## config.mk

```make
export PLATFORM = sky130hd
export DESIGN_NAME = random_shuffle_index_generator_flat
export DESIGN_NICKNAME = d
export VERILOG_FILES = /design/src/rtl/core/rsig_pkg.sv /design/src/rtl/core/rsig_in_if.sv /design/src/rtl/core/rsig_out_if.sv /design/src/rtl/core/rsig_ctrl.sv /design/src/rtl/core/rsig_dp.sv /design/src/rtl/core/random_shuffle_index_generator.sv /design/src/flat_wrapper.sv
export VERILOG_INCLUDE_DIRS = /design/src /design/src/rtl/core
export SDC_FILE = /design/constraint.sdc
export NUM_CORES = 1
export LEC_CHECK = 0
export ABC_AREA = 1
export BUFFER_PORTS_ARGS = -buffer_cell sky130_fd_sc_hd__buf_2
export CORE_ASPECT_RATIO = 1.75
export CORE_UTILIZATION = 55
export CTS_BUF_LIST = sky130_fd_sc_hd__clkbuf_16
export DETAILED_ROUTE_END_ITERATION = 10
export GPL_TIMING_DRIVEN = 0
export PLACE_DENSITY = 0.76
export SYNTH_ARGS = -nofsm -noshare
export SYNTH_HDL_FRONTEND = slang
export SYNTH_HIERARCHICAL = 1
export SYNTH_SLANG_ARGS = --single-unit
```

## constraint.sdc

```tcl
create_clock -name clk -period 11.4 [get_ports clk]
set_clock_uncertainty 0.1 [all_clocks]
set_input_delay 1.14 -clock clk [delete_from_list [all_inputs] [get_ports clk]]
set_output_delay 1.14 -clock clk [all_outputs]
set_load 0.02 [all_outputs]
```

## src/rtl/core/assert_macros.svh

```systemverilog
// Assertion macros shared by the shuffle index generator RTL.
// Included by the modules that carry concurrent checks; no other dependencies.
`ifndef ASSERT_MACROS_SVH
`define ASSERT_MACROS_SVH
`ifndef SYNTH
// Property that must hold at every clock edge outside reset.
`define RSIG_ASSERT(lbl, clk, rst, prop) \
  lbl: assert property (@(posedge clk) disable iff (rst) (prop)) \
    else $error("rsig: property violated");
// Condition that must never be seen outside reset.
`define RSIG_NEVER(lbl, clk, rst, cond) \
  lbl: assert property (@(posedge clk) disable iff (rst) !(cond)) \
    else $error("rsig: forbidden condition seen");
`else
`define RSIG_ASSERT(lbl, clk, rst, prop)
`define RSIG_NEVER(lbl, clk, rst, cond)
`endif
`endif

```

## src/rtl/core/rsig_pkg.sv

```systemverilog
// Package for the shuffle index generator: field widths, constants,
// controller states and the command/status structs. No dependencies.
package rsig_pkg;

  localparam int FRAC_W = 16;
  localparam int DIM_W  = 7;
  localparam int POS_W  = 6;
  localparam int SRC_W  = 6;

  localparam logic [DIM_W-1:0] DIM_RESET = 7'd64;

  typedef enum logic [1:0] {
    ST_IDLE,
    ST_SCALE,
    ST_PROBE,
    ST_FLUSH
  } state_t;

  typedef struct packed {
    logic load_frac;
    logic scale;
    logic probe_step;
    logic emit_pick;
    logic flush_skip;
    logic emit_fill;
    logic clear_perm;
  } cmd_t;

  typedef struct packed {
    logic idx_used;
    logic j_used;
    logic pick_done;
    logic pick_last;
    logic fill_last;
    logic out_free;
  } status_t;

endpackage

```

## src/rtl/core/rsig_in_if.sv

```systemverilog
// Request channel of the shuffle index generator: one random fraction.
// Depends on rsig_pkg for the field width.
interface rsig_in_if import rsig_pkg::*; ();
  logic              valid;
  logic              ready;
  logic [FRAC_W-1:0] random_fraction;

  modport source (output valid, output random_fraction, input ready);
  modport sink (input valid, input random_fraction, output ready);
endinterface

```

## src/rtl/core/rsig_out_if.sv

```systemverilog
// Result channel of the shuffle index generator: one permutation entry.
// Depends on rsig_pkg for the field widths.
interface rsig_out_if import rsig_pkg::*; ();
  logic             valid;
  logic             ready;
  logic [POS_W-1:0] position;
  logic [SRC_W-1:0] source_index;
  logic             is_random_pick;
  logic             last;

  modport source (
    output valid, output position, output source_index,
    output is_random_pick, output last, input ready
  );
  modport sink (
    input valid, input position, input source_index,
    input is_random_pick, input last, output ready
  );
endinterface

```

## src/rtl/core/rsig_ctrl.sv

```systemverilog
// Controller of the shuffle index generator: sequences scaling, probing
// and the in-order fill. Depends on rsig_pkg.
module rsig_ctrl import rsig_pkg::*; (
  input  logic    clk,
  input  logic    rst,
  input  logic    in_valid,
  output logic    in_ready,
  input  status_t status,
  output cmd_t    cmd
);

  state_t state;
  state_t state_next;

  always_ff @(posedge clk) begin
    if (rst) begin
      state <= ST_IDLE;
    end else begin
      state <= state_next;
    end
  end

  always_comb begin
    state_next = state;
    case (state)
      ST_IDLE: begin
        if (in_valid) state_next = ST_SCALE;
      end
      ST_SCALE: begin
        state_next = ST_PROBE;
      end
      ST_PROBE: begin
        if (!status.idx_used && status.out_free) begin
          if (status.pick_done && !status.pick_last) state_next = ST_FLUSH;
          else state_next = ST_IDLE;
        end
      end
      ST_FLUSH: begin
        if (!status.j_used && status.out_free && status.fill_last) state_next = ST_IDLE;
      end
      default: begin
        state_next = ST_IDLE;
      end
    endcase
  end

  always_comb begin
    cmd      = '0;
    in_ready = 1'b0;
    case (state)
      ST_IDLE: begin
        in_ready      = 1'b1;
        cmd.load_frac = in_valid;
      end
      ST_SCALE: begin
        cmd.scale = 1'b1;
      end
      ST_PROBE: begin
        if (status.idx_used) begin
          cmd.probe_step = 1'b1;
        end else if (status.out_free) begin
          cmd.emit_pick  = 1'b1;
          cmd.clear_perm = status.pick_done && status.pick_last;
        end
      end
      ST_FLUSH: begin
        if (status.j_used) begin
          cmd.flush_skip = 1'b1;
        end else if (status.out_free) begin
          cmd.emit_fill  = 1'b1;
          cmd.clear_perm = status.fill_last;
        end
      end
      default: begin
        cmd = '0;
      end
    endcase
  end

endmodule

```

## src/rtl/core/rsig_dp.sv

```systemverilog
// Datapath of the shuffle index generator: size register, used map,
// scaling multiplier, probe and fill counters and the result register.
// Depends on rsig_pkg, rsig_out_if and assert_macros.svh.
`include "assert_macros.svh"

module rsig_dp import rsig_pkg::*; #(
  parameter int MAX_SIZE    = 64,
  parameter int RANDOM_BITS = 16
) (
  input  logic              clk,
  input  logic              rst,
  input  logic              cfg_write_en,
  input  logic [DIM_W-1:0]  cfg_write_data,
  input  logic [FRAC_W-1:0] random_fraction,
  input  cmd_t              cmd,
  output status_t           status,
  rsig_out_if.source        res
);

  localparam int SW     = $clog2(MAX_SIZE + 1);
  localparam int IW     = $clog2(MAX_SIZE);
  localparam int PW     = SW + FRAC_W;
  localparam int MASK_W = (RANDOM_BITS < FRAC_W) ? RANDOM_BITS : FRAC_W;
  localparam logic [FRAC_W-1:0] FRAC_MASK = FRAC_W'((33'd1 << MASK_W) - 33'd1);

  logic [DIM_W-1:0]    perm_size;
  logic [MAX_SIZE-1:0] used_map;
  logic [SW-1:0]       pick_count;
  logic [SW-1:0]       pos;
  logic [SW-1:0]       j;
  logic [IW-1:0]       idx;
  logic [FRAC_W-1:0]   frac;
  logic                out_valid;
  logic [POS_W-1:0]    out_position;
  logic [SRC_W-1:0]    out_source;
  logic                out_random;
  logic                out_last;

  logic [SW-1:0] size_n;
  logic [SW-1:0] size_m1;
  logic [SW-1:0] picks;
  logic [SW-1:0] pick_inc;
  logic [SW-1:0] idx_inc;
  logic [PW-1:0] prod;
  logic [PW-1:0] scaled;
  logic [IW-1:0] idx_scaled;
  logic [IW-1:0] idx_wrap;
  logic          out_free;
  logic [5:0]    step_cmds;

  // Effective size: saturated to 1..MAX_SIZE.
  always_comb begin
    if (perm_size == '0) begin
      size_n = SW'(1);
    end else if (32'(perm_size) > MAX_SIZE) begin
      size_n = SW'(MAX_SIZE);
    end else begin
      size_n = SW'(perm_size);
    end
  end

  assign size_m1    = size_n - SW'(1);
  assign picks      = (size_n >> 1) + SW'(1);
  assign pick_inc   = pick_count + SW'(1);
  assign prod       = PW'(size_n) * PW'(frac);
  assign scaled     = prod >> RANDOM_BITS;
  assign idx_scaled = (scaled > PW'(size_m1)) ? IW'(size_m1) : IW'(scaled);
  assign idx_inc    = SW'(idx) + SW'(1);
  assign idx_wrap   = (idx_inc == size_n) ? '0 : IW'(idx_inc);
  assign out_free   = !out_valid || res.ready;

  assign status.idx_used  = used_map[idx];
  assign status.j_used    = used_map[j[IW-1:0]];
  assign status.pick_done = pick_inc >= picks;
  assign status.pick_last = pick_inc == size_n;
  assign status.fill_last = (pos + SW'(1)) == size_n;
  assign status.out_free  = out_free;

  always_ff @(posedge clk) begin
    if (rst) begin
      perm_size  <= DIM_RESET;
      used_map   <= '0;
      pick_count <= '0;
      out_valid  <= 1'b0;
    end else begin
      if (cmd.emit_pick || cmd.emit_fill) out_valid <= 1'b1;
      else if (res.ready) out_valid <= 1'b0;
      if (cfg_write_en) begin
        perm_size  <= cfg_write_data;
        used_map   <= '0;
        pick_count <= '0;
      end else if (cmd.clear_perm) begin
        used_map   <= '0;
        pick_count <= '0;
      end else begin
        if (cmd.emit_pick) begin
          used_map[idx] <= 1'b1;
          pick_count    <= pick_inc;
        end
        if (cmd.emit_fill) used_map[j[IW-1:0]] <= 1'b1;
      end
    end
  end

  always_ff @(posedge clk) begin
    if (cmd.load_frac) frac <= random_fraction & FRAC_MASK;
    if (cmd.scale) idx <= idx_scaled;
    if (cmd.probe_step) idx <= idx_wrap;
    if (cmd.emit_pick) begin
      out_position <= POS_W'(pick_count);
      out_source   <= SRC_W'(idx);
      out_random   <= 1'b1;
      out_last     <= status.pick_done && status.pick_last;
      pos          <= pick_inc;
      j            <= '0;
    end
    if (cmd.flush_skip) j <= j + SW'(1);
    if (cmd.emit_fill) begin
      out_position <= POS_W'(pos);
      out_source   <= SRC_W'(j);
      out_random   <= 1'b0;
      out_last     <= status.fill_last;
      pos          <= pos + SW'(1);
      j            <= j + SW'(1);
    end
  end

  assign res.valid          = out_valid;
  assign res.position       = out_position;
  assign res.source_index   = out_source;
  assign res.is_random_pick = out_random;
  assign res.last           = out_last;

  assign step_cmds = {cmd.load_frac, cmd.scale, cmd.probe_step,
                      cmd.emit_pick, cmd.flush_skip, cmd.emit_fill};

  `RSIG_ASSERT(a_one_cmd, clk, rst, $onehot0(step_cmds))
  `RSIG_ASSERT(a_pick_free, clk, rst, cmd.emit_pick |-> (!used_map[idx] && out_free))
  `RSIG_ASSERT(a_fill_free, clk, rst, cmd.emit_fill |-> (!used_map[j[IW-1:0]] && out_free))
  `RSIG_ASSERT(a_count_range, clk, rst, pick_count <= size_n)
  `RSIG_NEVER(a_scan_overrun, clk, rst, (cmd.flush_skip || cmd.emit_fill) && (j >= size_n))

endmodule

```

## src/rtl/core/random_shuffle_index_generator.sv

```systemverilog
// Random shuffle index generator: top level joining controller and datapath.
// Depends on rsig_pkg, rsig_in_if, rsig_out_if, rsig_ctrl and rsig_dp.
// A pick is registered after the scale state, a probe past p used indices and a free result
// register. A new request is taken only in idle; the request that completes a permutation adds a
// scan of the remaining indices, one index per cycle, plus any stalls on the result channel.
// Reset sets the size register to 64, empties the used map and drops any result.

module random_shuffle_index_generator import rsig_pkg::*; #(
  parameter int MAX_SIZE    = 64,
  parameter int RANDOM_BITS = 16
) (
  input  logic             clk,
  input  logic             rst,
  input  logic             cfg_write_en,
  input  logic [DIM_W-1:0] cfg_write_data,
  rsig_in_if.sink          req,
  rsig_out_if.source       res
);

  // The controller steps one request at a time through four states: it
  // takes the fraction in idle, scales it through the single multiplier,
  // probes forward one index per cycle until a free one is found, and,
  // once half the size plus one picks have been made, sweeps the used map
  // in ascending order to emit the remaining indices. The sweep and the
  // probe read the used map at separate indices, j and idx.

  cmd_t    cmd;
  status_t status;

  rsig_ctrl u_ctrl (
    .clk      (clk),
    .rst      (rst),
    .in_valid (req.valid),
    .in_ready (req.ready),
    .status   (status),
    .cmd      (cmd)
  );

  // The result register in the datapath lets the controller take a new
  // request while the previous result still waits to be collected.
  rsig_dp #(
    .MAX_SIZE    (MAX_SIZE),
    .RANDOM_BITS (RANDOM_BITS)
  ) u_dp (
    .clk             (clk),
    .rst             (rst),
    .cfg_write_en    (cfg_write_en),
    .cfg_write_data  (cfg_write_data),
    .random_fraction (req.random_fraction),
    .cmd             (cmd),
    .status          (status),
    .res             (res)
  );

endmodule
```

## src/flat_wrapper.sv

```systemverilog
// flat-port wrapper written by rule: the top's interface ports become plain ports
module random_shuffle_index_generator_flat import rsig_pkg::*;
#(
  parameter int MAX_SIZE    = 64,
  parameter int RANDOM_BITS = 16
)
  (clk, rst, cfg_write_en, cfg_write_data, req_valid, req_random_fraction, req_ready, res_valid, res_position, res_source_index, res_is_random_pick, res_last, res_ready);
  rsig_in_if req_i ();
  rsig_out_if res_i ();
  input  logic clk;
  input  logic rst;
  input  logic cfg_write_en;
  input  logic [DIM_W-1:0] cfg_write_data;
  input wire logic [$bits(req_i.valid)-1:0] req_valid;
  input wire logic [$bits(req_i.random_fraction)-1:0] req_random_fraction;
  output wire logic [$bits(req_i.ready)-1:0] req_ready;
  output wire logic [$bits(res_i.valid)-1:0] res_valid;
  output wire logic [$bits(res_i.position)-1:0] res_position;
  output wire logic [$bits(res_i.source_index)-1:0] res_source_index;
  output wire logic [$bits(res_i.is_random_pick)-1:0] res_is_random_pick;
  output wire logic [$bits(res_i.last)-1:0] res_last;
  input wire logic [$bits(res_i.ready)-1:0] res_ready;
  assign req_i.valid = req_valid;
  assign req_i.random_fraction = req_random_fraction;
  assign req_ready = req_i.ready;
  assign res_valid = res_i.valid;
  assign res_position = res_i.position;
  assign res_source_index = res_i.source_index;
  assign res_is_random_pick = res_i.is_random_pick;
  assign res_last = res_i.last;
  assign res_i.ready = res_ready;
  random_shuffle_index_generator #(.MAX_SIZE(MAX_SIZE), .RANDOM_BITS(RANDOM_BITS)) u_core (.clk(clk), .rst(rst), .cfg_write_en(cfg_write_en), .cfg_write_data(cfg_write_data), .req(req_i), .res(res_i));
endmodule
```

Yosys cells after proc, flatten, opt, wreduce, memory -nomap -nowiden
Index checks and enable logic that the tools add are counted.
Word-level totals
  bits in registers: 131
  input port bits: 28
  output and inout port bits: 16
Operators by class
  $add $sub $neg: 6
  multiply operators: 1
  magnitude comparators: 7
  equal/unequal tests: 9
  multiplexer cells: 51
  bitwise gates (word level): 2
  reduce and logical (&&, ||, !) cells: 21
Operator list (count)
  two-way mux 64 bit: 5
  bitwise OR 64 bit: 2
  two-way mux 7 bit: 7
  two-way mux 6 bit: 8
  multiplier 7 x 16 -> 23 bit: 1
  adder 7 x 1 -> 7 bit, second input constant: 3
  equality test 7 bit: 3
  two-way mux 1 bit: 17
  two-way mux 2 bit: 8
  adder 6 x 1 -> 7 bit, second input constant: 2
  < comparator 6 x 7 -> 1 bit, second input constant: 2
  binary-select mux 1 bit (select 6 bit): 2
  demux 1 bit (select 6 bit): 2
  greater-or-equal comparator 6 x 1 -> 1 bit, second input constant: 2
  one-hot mux 2 bit (4 select lines): 1
  greater-or-equal comparator 7 bit: 1
  greater-than comparator 7 bit: 1
  greater-than comparator 7 bit, second input constant: 1
  logical AND 1 bit: 7
  zero test 7 bit: 1
  subtractor 7 x 1 -> 7 bit, second input constant: 1
  != test 2 bit, second input constant: 3
  nonzero test 2 bit: 3
  equality test 2 bit, second input constant: 2
  8 further kinds: 12

Logic depth before layout (Yosys ltp)
Gate-level depths: netlist of the first run.
  depth after elaboration: 14
  mapped depth: 37
  depth with buffers taken out: 36

Cells and area by module
Netlist of the first run, hierarchy kept.
By module, submodules not included
  rsig_dp: times used 1, cells an instance 1355, area an instance 10412.5 µm²
  rsig_ctrl: times used 1, cells an instance 39, area an instance 212.7 µm²

Worst setup path after synthesis of the first run
OpenSTA, ideal clock, no wires.
  path type: flip-flop to flip-flop
  from: register u_core.u_dp.perm_size[6]
  to: register u_core.u_dp.idx[2] (data pin)
  library setup time: 0.252 ns
  data arrival time: 5.578 ns
  data required time: 11.048 ns
  path slack: 5.470 ns
  cell stages (with the launch flop): 33
  buffers on the path: 2
  clock period less this slack: 5.930 ns
  cell sequence: dfxtp_1 buf_6 nor2_2 inv_1 clkbuf_1 nor2_1 fa_1 fa_1 fa_1 inv_1 fa_1 inv_1 ha_1 a21oi_1 o21ai_0 a21oi_1 nor2_1 a211oi_1 nand2_1 nand2_1 nand2_1 ha_1 nand2_1 nor2_1 nand2_1 o211ai_1 nand2_1 inv_1 nand2_1 nand2_1 inv_1 nand2_1 nand2_1
Between the ends
  longest elaborated chain between the ends: 8
  elaborated cells on any way between the ends: 12
RTL lines
  start: declaration: line rsig_dp.sv:26  | logic [DIM_W-1:0] perm_size;
  start signal: assignment: line rsig_dp.sv:89  | perm_size <= cfg_write_data;
  greater-than comparator 7 bit: line rsig_dp.sv:55  | end else if (32'(perm_size) > MAX_SIZE) begin
  two-way mux 7 bit: line rsig_dp.sv:55
  two-way mux 7 bit (*): line rsig_dp.sv:53  | if (perm_size == '0) begin
  multiplier 7 x 16 -> 23 bit / subtractor 7 x 1 -> 7 bit (equally long branches): line rsig_dp.sv:65, rsig_dp.sv:62
  greater-than comparator 7 bit: line rsig_dp.sv:67  | assign idx_scaled = (scaled > PW'(size_m1)) ? IW'(size_m1) : IW'(scaled);
  two-way mux 6 bit: line rsig_dp.sv:67
  two-way mux 6 bit: line rsig_dp.sv:107  | if (cmd.scale) idx <= idx_scaled;
  two-way mux 6 bit (*): line rsig_dp.sv:108  | if (cmd.probe_step) idx <= idx_wrap;
  end signal: assignment: line rsig_dp.sv:107
  end signal: assignment: line rsig_dp.sv:108
  end: declaration: line rsig_dp.sv:31  | logic [IW-1:0] idx;
Every way passes the cells marked *; elsewhere a longest branch is shown, timed or not. The select of a mux whose other input is x is not followed.
A chain may end at the register's enable or synchronous reset.

Final worst setup path of the first run
  from: register u_core.u_dp.perm_size[5]
  to: register u_core.u_dp.idx[1] (data pin)
The elaborated chain is that of the path after synthesis.

==> out/summary.json, run 1 <==
{
  "post_cts.repair.setup_buffers": {"value": 0},
  "drt.antenna.violating_nets": {"value": 0},
  "dp.cells": {"value": 1676},
  "dr.pass1.iters": {"value": 5},
  "floorplan.die.height": {"value": 186, "unit": "um"},
  "grt_start_max_net_pins": {"value": 21},
  "io_buffer_count": {"value": 43},
  "maximum_level_of_the_cts_h_tree": {"value": 4},
  "worst_path_dominant_cell_family": {"value": "adder cells"},
  "critical_path_cell_count": {"value": 30},
  "post_drt_wl_per_cell": {"value": 21.5, "unit": "um"},
  "syn_to_final_growth": {"value": 10.2, "unit": "%"},
  "path_depth_of_the_worst_reg2reg_path": {"value": 30},
  "postSynth.topFlopCell": {"value": "dfxtp_1"},
  "power.leakage": {"value": 5.44, "unit": "nW"},
  "synthesis.area_per_instance": {"value": 7.62, "unit": "sq um"},
  "gr-usage-all-layers": {"value": 39.1, "unit": "%"},
  "critPathRequiredTime": {"value": 11.49, "unit": "ns"},
  "cts-root-to-sink-buffers": {"value": 2},
  "synth_cell_type_count": {"value": 62},
  "crit_path_max_incr_delay": {"value": 0.56, "unit": "ns"},
  "layout_min_cycle_time": {"value": 7.35, "unit": "ns"},
  "run_status": {"value": "finished, violations left"},
  "reg2reg_setup_slack": {"value": 4.05, "unit": "ns"},
  "place_hpwl": {"value": 28200, "unit": "um"},
  "timing.critical_path.to": {"value": "u_core/u_dp/idx[1]"},
  "synth_most_common_cell": {"value": "nand2_1"},
  "cts_buffers": {"value": 17},
  "core_region_area": {"value": 0.0187, "unit": "sq mm"},
  "yosys-top-cells-count": {"value": "nand2_1 (266), inv_1 (222), nor2_1 (176), a21oi_1 (105), dfxtp_1 (82)"},
  "grt_first_pass_wirelength": {"value": 56400, "unit": "um"},
  "fin_crit_sh": {"value": 64.5, "unit": "%"},
  "post_synth_top_area_share": {"value": 15.4, "unit": "%"},
  "synthesis_warning_total": {"value": 6},
  "crit_path_frequent_cell": {"value": "nand2_1"},
  "failed_checks": {"value": "capacitance limit"},
  "synth-edff-count": {"value": 48},
  "worst-slew-pin-transition": {"value": 1.48, "unit": "ns"},
  "post_layout_nonfiller_instances": {"value": 1708},
  "timing.critical_path.fanout_max": {"value": 10},
  "postSynthNetCount": {"value": 1551},
  "synth_cell_area": {"value": 0.0106, "unit": "sq mm"},
  "power_density": {"value": 132, "unit": "mW/mm^2"},
  "gpl.final_weighted_congestion": {"value": 1.05},
  "cap_violations": {"value": 1},
  "max_freq": {"value": 0.136, "unit": "GHz"},
  "antenna_found_initial": {"value": 0},
  "finalHoldViolations": {"value": 0},
  "post_route_cells_drive_above_1_share": {"value": 9.66, "unit": "%"},
  "cts_sinks": {"value": 130},
  "yosysSeqAreaShare": {"value": 29.0, "unit": "%"},
  "cts_repair_resize_count": {"value": 0},
  "regToRegEndpoint": {"value": "u_core/u_dp/idx[1]"},
  "netlist_top_cells_area": {"value": "dfxtp_1 (15%), edfxtp_1 (14%), fa_1 (13%)"},
  "grt_pass1_vias": {"value": 10500},
  "cts_tree": {"value": "yes"},
  "ctsRootBufferMaster": {"value": "clkbuf_16"},
  "crit_path_top_delay_cell": {"value": "fa_1"},
  "max-vdd-ir-drop": {"value": 0.0929, "unit": "mV"},
  "die-area": {"value": 0.0199, "unit": "sq mm"},
  "fin_nets": {"value": 1614},
  "crit_type": {"value": "reg2reg"},
  "num_io_pins": {"value": 44},
  "drtIter0Drc": {"value": 853},
  "slew-limit-headroom": {"value": 0.774, "unit": "%"},
  "timing.critical_path.arrival": {"value": 7.44, "unit": "ns"},
  "cts.clk_slew.worst_paths": {"value": 0.06, "unit": "ns"},
  "synth_async_sr_flop_share": {"value": 0, "unit": "%"},
  "regToRegStartpoint": {"value": "u_core/u_dp/perm_size[5]"},
  "worst_hold_check_path_type": {"value": "reg2reg"},
  "layout.filler_cells": {"value": 1715},
  "worst_skew_pair.late_latency": {"value": 0.44, "unit": "ns"},
  "drt-total-wl": {"value": 36700, "unit": "um"},
  "initial_core_util": {"value": 56.7, "unit": "%"},
  "utilization": {"value": 62.5, "unit": "%"},
  "grt_setup_unrepaired": {"value": "false"},
  "worstSetupStartpoint": {"value": "u_core/u_dp/perm_size[5]"},
  "finalMaxSlewViolations": {"value": 0},
  "routed-via-count": {"value": 10300},
  "syn_inst": {"value": 1394},
  "cts.hold.buffers_added": {"value": 0},
  "synth_area_leader_cell": {"value": "dfxtp_1"},
  "remaining_drc_errors": {"value": 0},
  "gr_overflow_total": {"value": 0},
  "timing.critical_path.buf_inv": {"value": 8},
  "std_cell_rows": {"value": 66},
  "detail_route.vias_per_cell": {"value": 6.03},
  "fin_setup_tns": {"value": 0, "unit": "ns"},
  "fp.dieW": {"value": 107, "unit": "um"},
  "placed_area": {"value": 0.0111, "unit": "sq mm"},
  "finalInstanceArea": {"value": 0.0117, "unit": "sq mm"},
  "antenna_cells_inserted": {"value": 0},
  "synth-seq-cells": {"value": 130},
  "startpoint_kind_of_the_worst_setup_timing_path": {"value": "register"},
  "setup_viol": {"value": 0},
  "worstSetupEndpointType": {"value": "register"}
}
state kept, by name, summed over array words and instances (netlist names):
signal                          flops
u_core/u_dp/frac                   16
u_core/u_dp/pos                     7
u_core/u_dp/j                       6
u_core/u_dp/res.source_index        6
u_core/u_dp/idx                     6
u_core/u_dp/res.last                1
u_core/u_ctrl/state                 2
u_core/u_dp/res.valid               1
u_core/u_dp/used_map               64
u_core/u_dp/res.position            6
u_core/u_dp/pick_count              7
u_core/u_dp/perm_size               7
u_core/u_dp/res.is_random_pick      1
per-stage QoR:
| step | power [mW] | hold WS (ns) | setup slack (ns) |
|---|---|---|---|
| after CTS | 1.54 | 0.385 | 4.14 |
| after detailed placement | 1.02 | 0.367 | 4.17 |
| after floorplan | 0.873 | 0.346 | 5.47 |
| after global placement | 1.01 | 0.357 | 4.19 |
| final | 1.55 | 0.382 | 4.05 |
| after global routing | 1.62 | 0.404 | 3.59 |
worst min path at each step:
stage	from	end	slack (ns)	cells after the start
floorplan	u_core/u_dp/used_map[2]	u_core/u_dp/used_map[2]	0.35	2
global placement	u_core/u_dp/res.is_random_pick	u_core/u_dp/res.is_random_pick	0.36	2
CTS	u_core/u_dp/used_map[61]	u_core/u_dp/used_map[61]	0.39	2
detailed placement	u_core/u_dp/used_map[61]	u_core/u_dp/used_map[61]	0.37	2
global route	u_core/u_dp/res.is_random_pick	u_core/u_dp/res.is_random_pick	0.40	2
finish	u_core/u_dp/used_map[42]	u_core/u_dp/used_map[42]	0.38	2
cell families (layout without fill, tap and decap cells):
group	Yosys count	in the layout	synth area share, %
other	1	1	0.0353
buffers and inverters	275	351	9.94
DFF	130	130	29.0
adders and majority gates	129	129	20.0
AOI/OAI and AO/OA	278	278	16.5
xor gates and xnor gates	28	28	2.31
and+or+nand+nor	553	553	22.2
worst min-delay path: cells and delay by family (launching register included):
kind / cells / cell delay [ns]
AOI/OAI and AO/OA: 1 / 0.05
DFF: 1 / 0.33
and+or+nand+nor: 1 / 0.07
power breakdown:
group	total (mW)	leakage [nW]	internal [mW]	switching (mW)
Sequential	0.558	1.12	0.526	0.0327
Clock	0.529	0.270	0.301	0.228
Combinational	0.462	4.06	0.131	0.331
placed cells by master (no fill, tap or decap), drive strengths merged, types with 6 or more instances in the layout:
cell,count
a21o,6
nand3,54
xor2,23
dfxtp,82
o22ai,26
clkinv,10
fa,68
a221oi,26
buf,54
nand2,271
inv,246
a22oi,16
edfxtp,48
o21ai,58
nand4,12
nor2,183
nor3,22
ha,61
clkbuf,37
a21oi,106
layer usage:
layer / track usage (%) / wire length, um / vias to the layer above
met4: 37.5 / 3870 / 0
met2: 70.3 / 18900 / 484
met3: 8.72 / 2340 / 220
met5: 0 / 0 / -
met1: 35.4 / 11600 / 4868
li1: - / - / 4732
cell type report:
| type | instances | area (sq um) | area share, % |
|---|---|---|---|
| multi-input cells | 989 | 6490 | 55.4 |
| inverters | 245 | 922 | 7.88 |
| clock inverters | 15 | 134 | 1.14 |
| flip-flops and latches | 130 | 3080 | 26.3 |
| well taps | 238 | 298 | 2.54 |
| plain buffers | 30 | 134 | 1.14 |
| clock buffers | 17 | 425 | 3.63 |
| repair buffers | 44 | 223 | 1.90 |
Power figures use the tool's default switching activity.
==> run 2: changes to the inputs <==
--- a/config.mk
+++ b/config.mk
@@ -13,7 +13,7 @@
 export CTS_BUF_LIST = sky130_fd_sc_hd__clkbuf_16
 export DETAILED_ROUTE_END_ITERATION = 10
 export GPL_TIMING_DRIVEN = 0
-export PLACE_DENSITY = 0.76
+export PLACE_DENSITY = 0.79
 export SYNTH_ARGS = -nofsm -noshare
 export SYNTH_HDL_FRONTEND = slang
 export SYNTH_HIERARCHICAL = 1
==> constraint.sdc (replaced) <==
create_clock -name clk -period 6 [get_ports clk]
set_clock_uncertainty 0.1 [all_clocks]
set_input_delay 0.6 -clock clk [delete_from_list [all_inputs] [get_ports clk]]
set_output_delay 0.6 -clock clk [all_outputs]
set_load 0.02 [all_outputs]
==> run 2 against run 1 <==
Maximum frequency grew 23%. Core utilization rose by 5.0 points. The run now ends clean. Cell area up 8.0%.
==> out/summary.json, run 2 (same netlist as run 1, synthesis figures left out) <==
{
  "cts.clk_slew.worst_paths": {"value": 0.06, "unit": "ns", "change": "about the same"},
  "min_from": {"value": "req_random_fraction[9]"},
  "crit_type": {"value": "reg2reg"},
  "routed-via-count": {"value": 10500, "change": "+2.2%"},
  "layout_min_cycle_time": {"value": 5.99, "unit": "ns", "change": "-1.36 ns"},
  "cts_tree": {"value": "yes"},
  "hold-path-endpoint": {"value": "u_core/u_dp/frac[9]"},
  "utilization": {"value": 67.5, "unit": "%", "change": "+5.0 points"},
  "timing.hold.worst_path_depth": {"value": 1, "change": "-1"},
  "slew-limit-headroom": {"value": 3.02, "unit": "%", "change": "+2.2 points"},
  "crit_path_max_incr_delay": {"value": 0.53, "unit": "ns", "change": "-0.03 ns"},
  "largest_register_ffs": {"value": 64, "change": "unchanged"},
  "std_cell_rows": {"value": 66, "change": "unchanged"},
  "gpl.final_weighted_congestion": {"value": 0.983, "change": "-6.8%"},
  "remaining_drc_errors": {"value": 0, "change": "unchanged"},
  "timing.critical_path.buf_inv": {"value": 7, "change": "-1"},
  "dp.cells": {"value": 1676, "change": "unchanged"},
  "timing.critical_path.fanout_max": {"value": 10, "change": "unchanged"},
  "timing.critical_path.arrival": {"value": 6.08, "unit": "ns", "change": "-1.36 ns"},
  "ctsRootBufferMaster": {"value": "clkbuf_16"},
  "power.leakage": {"value": 5.73, "unit": "nW", "change": "+5.3%"},
  "detailedPlace.worstSlack": {"value": -1.33, "unit": "ns", "change": "-5.50 ns"},
  "antenna_found_initial": {"value": 0, "change": "unchanged"},
  "worst_path_dominant_cell_family": {"value": "adder cells"},
  "worst_hold_check_path_type": {"value": "in2reg"},
  "dr.pass1.iters": {"value": 5, "change": "unchanged"},
  "initial_core_util": {"value": 56.7, "unit": "%", "change": "unchanged"},
  "io_buffer_count": {"value": 43, "change": "unchanged"},
  "drtIter0Drc": {"value": 944, "change": "+11%"},
  "gr-usage-all-layers": {"value": 39.6, "unit": "%", "change": "+0.46 points"},
  "place_hpwl": {"value": 28100, "unit": "um", "change": "-0.27%"},
  "die-area": {"value": 0.0199, "unit": "sq mm", "change": "unchanged"},
  "finalMaxSlewViolations": {"value": 0, "change": "unchanged"},
  "detail_route.vias_per_cell": {"value": 6.05, "change": "+0.28%"},
  "post_drt_wl_per_cell": {"value": 21.9, "unit": "um", "change": "+1.8%"},
  "fin_crit_sh": {"value": 99.8, "unit": "%", "change": "+35 points"},
  "max_freq": {"value": 0.167, "unit": "GHz", "change": "+23%"},
  "syn_to_final_growth": {"value": 19.0, "unit": "%"},
  "worst_skew_pair.late_latency": {"value": 0.43, "unit": "ns", "change": "about the same"},
  "amount_of_wire_on_met3_after_detailed_routing": {"value": 2260, "unit": "um", "change": "-3.5%"},
  "crit_path_top_delay_cell": {"value": "fa_1"},
  "crit_path_frequent_cell": {"value": "nand2_1"},
  "grt_setup_unrepaired": {"value": "true"},
  "grt_start_max_net_pins": {"value": 21, "change": "unchanged"},
  "fin_nets": {"value": 1646, "change": "+2.0%"},
  "setup_viol": {"value": 0, "change": "unchanged"},
  "holdWs": {"value": 0.237, "unit": "ns", "change": "-0.145 ns"},
  "drt-total-wl": {"value": 38100, "unit": "um", "change": "+3.7%"},
  "grt_first_pass_wirelength": {"value": 57100, "unit": "um", "change": "+1.1%"},
  "finalHoldViolations": {"value": 0, "change": "unchanged"},
  "mostFrequentLayoutCell": {"value": "nand2_1"},
  "critPathRequiredTime": {"value": 6.09, "unit": "ns", "change": "-5.40 ns"},
  "worst-slew-pin-transition": {"value": 1.44, "unit": "ns", "change": "-0.0334 ns"},
  "antenna_cells_inserted": {"value": 0, "change": "unchanged"},
  "setup_slack_after_layout": {"value": 0.0136, "unit": "ns", "change": "-4.04 ns"},
  "core_region_area": {"value": 0.0187, "unit": "sq mm", "change": "unchanged"},
  "top_reg_by_flops": {"value": "u_core/u_dp/used_map"},
  "cts_buffers": {"value": 17, "change": "unchanged"},
  "grt_pass1_vias": {"value": 10500, "change": "+0.028%"},
  "reg2reg_setup_slack": {"value": 0.01, "unit": "ns", "change": "-4.04 ns"},
  "num_io_pins": {"value": 44, "change": "unchanged"},
  "startpoint_kind_of_the_worst_setup_timing_path": {"value": "register"},
  "regToRegEndpoint": {"value": "u_core/u_dp/idx[2]"},
  "cts_sinks": {"value": 130, "change": "unchanged"},
  "regToRegStartpoint": {"value": "u_core/u_dp/perm_size[5]"},
  "cts-root-to-sink-buffers": {"value": 2, "change": "unchanged"},
  "run_status": {"value": "finished, final reports clean"},
  "fp.dieW": {"value": 107, "unit": "um", "change": "unchanged"},
  "drt.antenna.violating_nets": {"value": 0, "change": "unchanged"},
  "cap_violations": {"value": 0, "change": "-1"},
  "post_layout_nonfiller_instances": {"value": 1740, "change": "+1.9%"},
  "detailroute.wirelength.met2": {"value": 19500, "unit": "um", "change": "+2.8%"},
  "worstSetupEndpointType": {"value": "register"},
  "path_depth_of_the_worst_reg2reg_path": {"value": 32, "change": "+6.7%"},
  "gr_overflow_total": {"value": 0, "change": "unchanged"},
  "mostFrequentLayoutCells": {"value": "nand2_1 (250), inv_1 (219), nor2_1 (142)"},
  "max-vdd-ir-drop": {"value": 0.198, "unit": "mV", "change": "+110%"},
  "routed.top_layer": {"value": "met4"},
  "maximum_level_of_the_cts_h_tree": {"value": 4, "change": "unchanged"},
  "route.layer.met1.wl": {"value": 12300, "unit": "um", "change": "+5.9%"},
  "reg.largest.list": {"value": "u_core/u_dp/used_map x64, u_core/u_dp/frac x16"},
  "post_route_cells_drive_above_1_share": {"value": 17.8, "unit": "%", "change": "+8.2 points"},
  "power_density": {"value": 246, "unit": "mW/mm^2", "change": "+86%"},
  "floorplan.die.height": {"value": 186, "unit": "um", "change": "unchanged"}
}
run 2: changes by cell type in the layout (fill, tap and decap cells not counted), moves of 5 or more:
| cell | change |
|---|---|
| a21oi_1 | -9 |
| nand2_1 | -16 |
| ha_1 | -12 |
| inv_2 | +7 |
| buf_4 | +25 |
| o21ai_0 | -5 |
| a21oi_2 | +6 |
| nor2_4 | +8 |
| clkbuf_1 | -5 |
| nor2_2 | +25 |
| ha_4 | +12 |
| nor2_1 | -33 |
| nand2_2 | +10 |
run 2: worst max path at each step:
stage	depth (start not counted)	slack, ns	endpoint	startpoint
finish	32	0.01	u_core/u_dp/idx[2]	u_core/u_dp/perm_size[5]
global route	33	-0.24	u_core/u_dp/idx[1]	u_core/u_dp/perm_size[6]
CTS	30	0.001	u_core/u_dp/idx[1]	u_core/u_dp/perm_size[6]
detailed placement	30	-1.33	u_core/u_dp/idx[1]	u_core/u_dp/perm_size[5]
global placement	30	-1.28	u_core/u_dp/idx[1]	u_core/u_dp/perm_size[5]
floorplan	32	0.07	u_core/u_dp/idx[2]	u_core/u_dp/perm_size[6]
run 2: what timing repair did:
| item | 4_1_cts | 5_1_grt |
|---|---|---|
| pin swaps | 36 | 57 |
| cloned | 1 | 0 |
| setup buffers | 18 | 12 |
| hold buffers | 0 | 0 |
| gates resized for setup | 91 | 75 |
| setup endpoints to repair | 6 | 6 |
run 2: through the flow:
step | TNS, ns | power, mW | area [sq um]
floorplan | 0 | 1.66 | 10600
global placement | -7.23 | 1.92 | 11100
detailed placement | -7.54 | 1.94 | 11200
CTS | 0 | 2.99 | 12200
global route | -1.16 | 3.25 | 12600
finish | 0 | 3.11 | 12600
run 2: area by class of cell:
| class | count | area [sq um] |
|---|---|---|
| Buffer | 30 | 260 |
| Clock inverter | 14 | 83.8 |
| Multi-Input combinational cell | 989 | 7010 |
| Sequential cell | 130 | 3090 |
| Tap cell | 238 | 298 |
| Fill cell | 1507 | 6100 |
| Inverter | 245 | 951 |
| Clock buffer | 18 | 450 |
| Timing Repair Buffer | 76 | 510 |
run 2: per-layer routing:
metal | global-route usage [%] | up-vias
met3 | 6.76 | 223
met4 | 36.2 | 0
met5 | 0 | -
met1 | 37.6 | 4988
met2 | 71.5 | 511
li1 | - | 4804
run 2: where the power goes:
group,switching (mW),total [mW],internal [mW],leakage [nW]
combinational,0.725,1.07,0.349,4.32
sequential,0.0632,1.06,0.999,1.12
clock,0.393,0.970,0.577,0.289
total,1.18,3.11,1.93,5.73
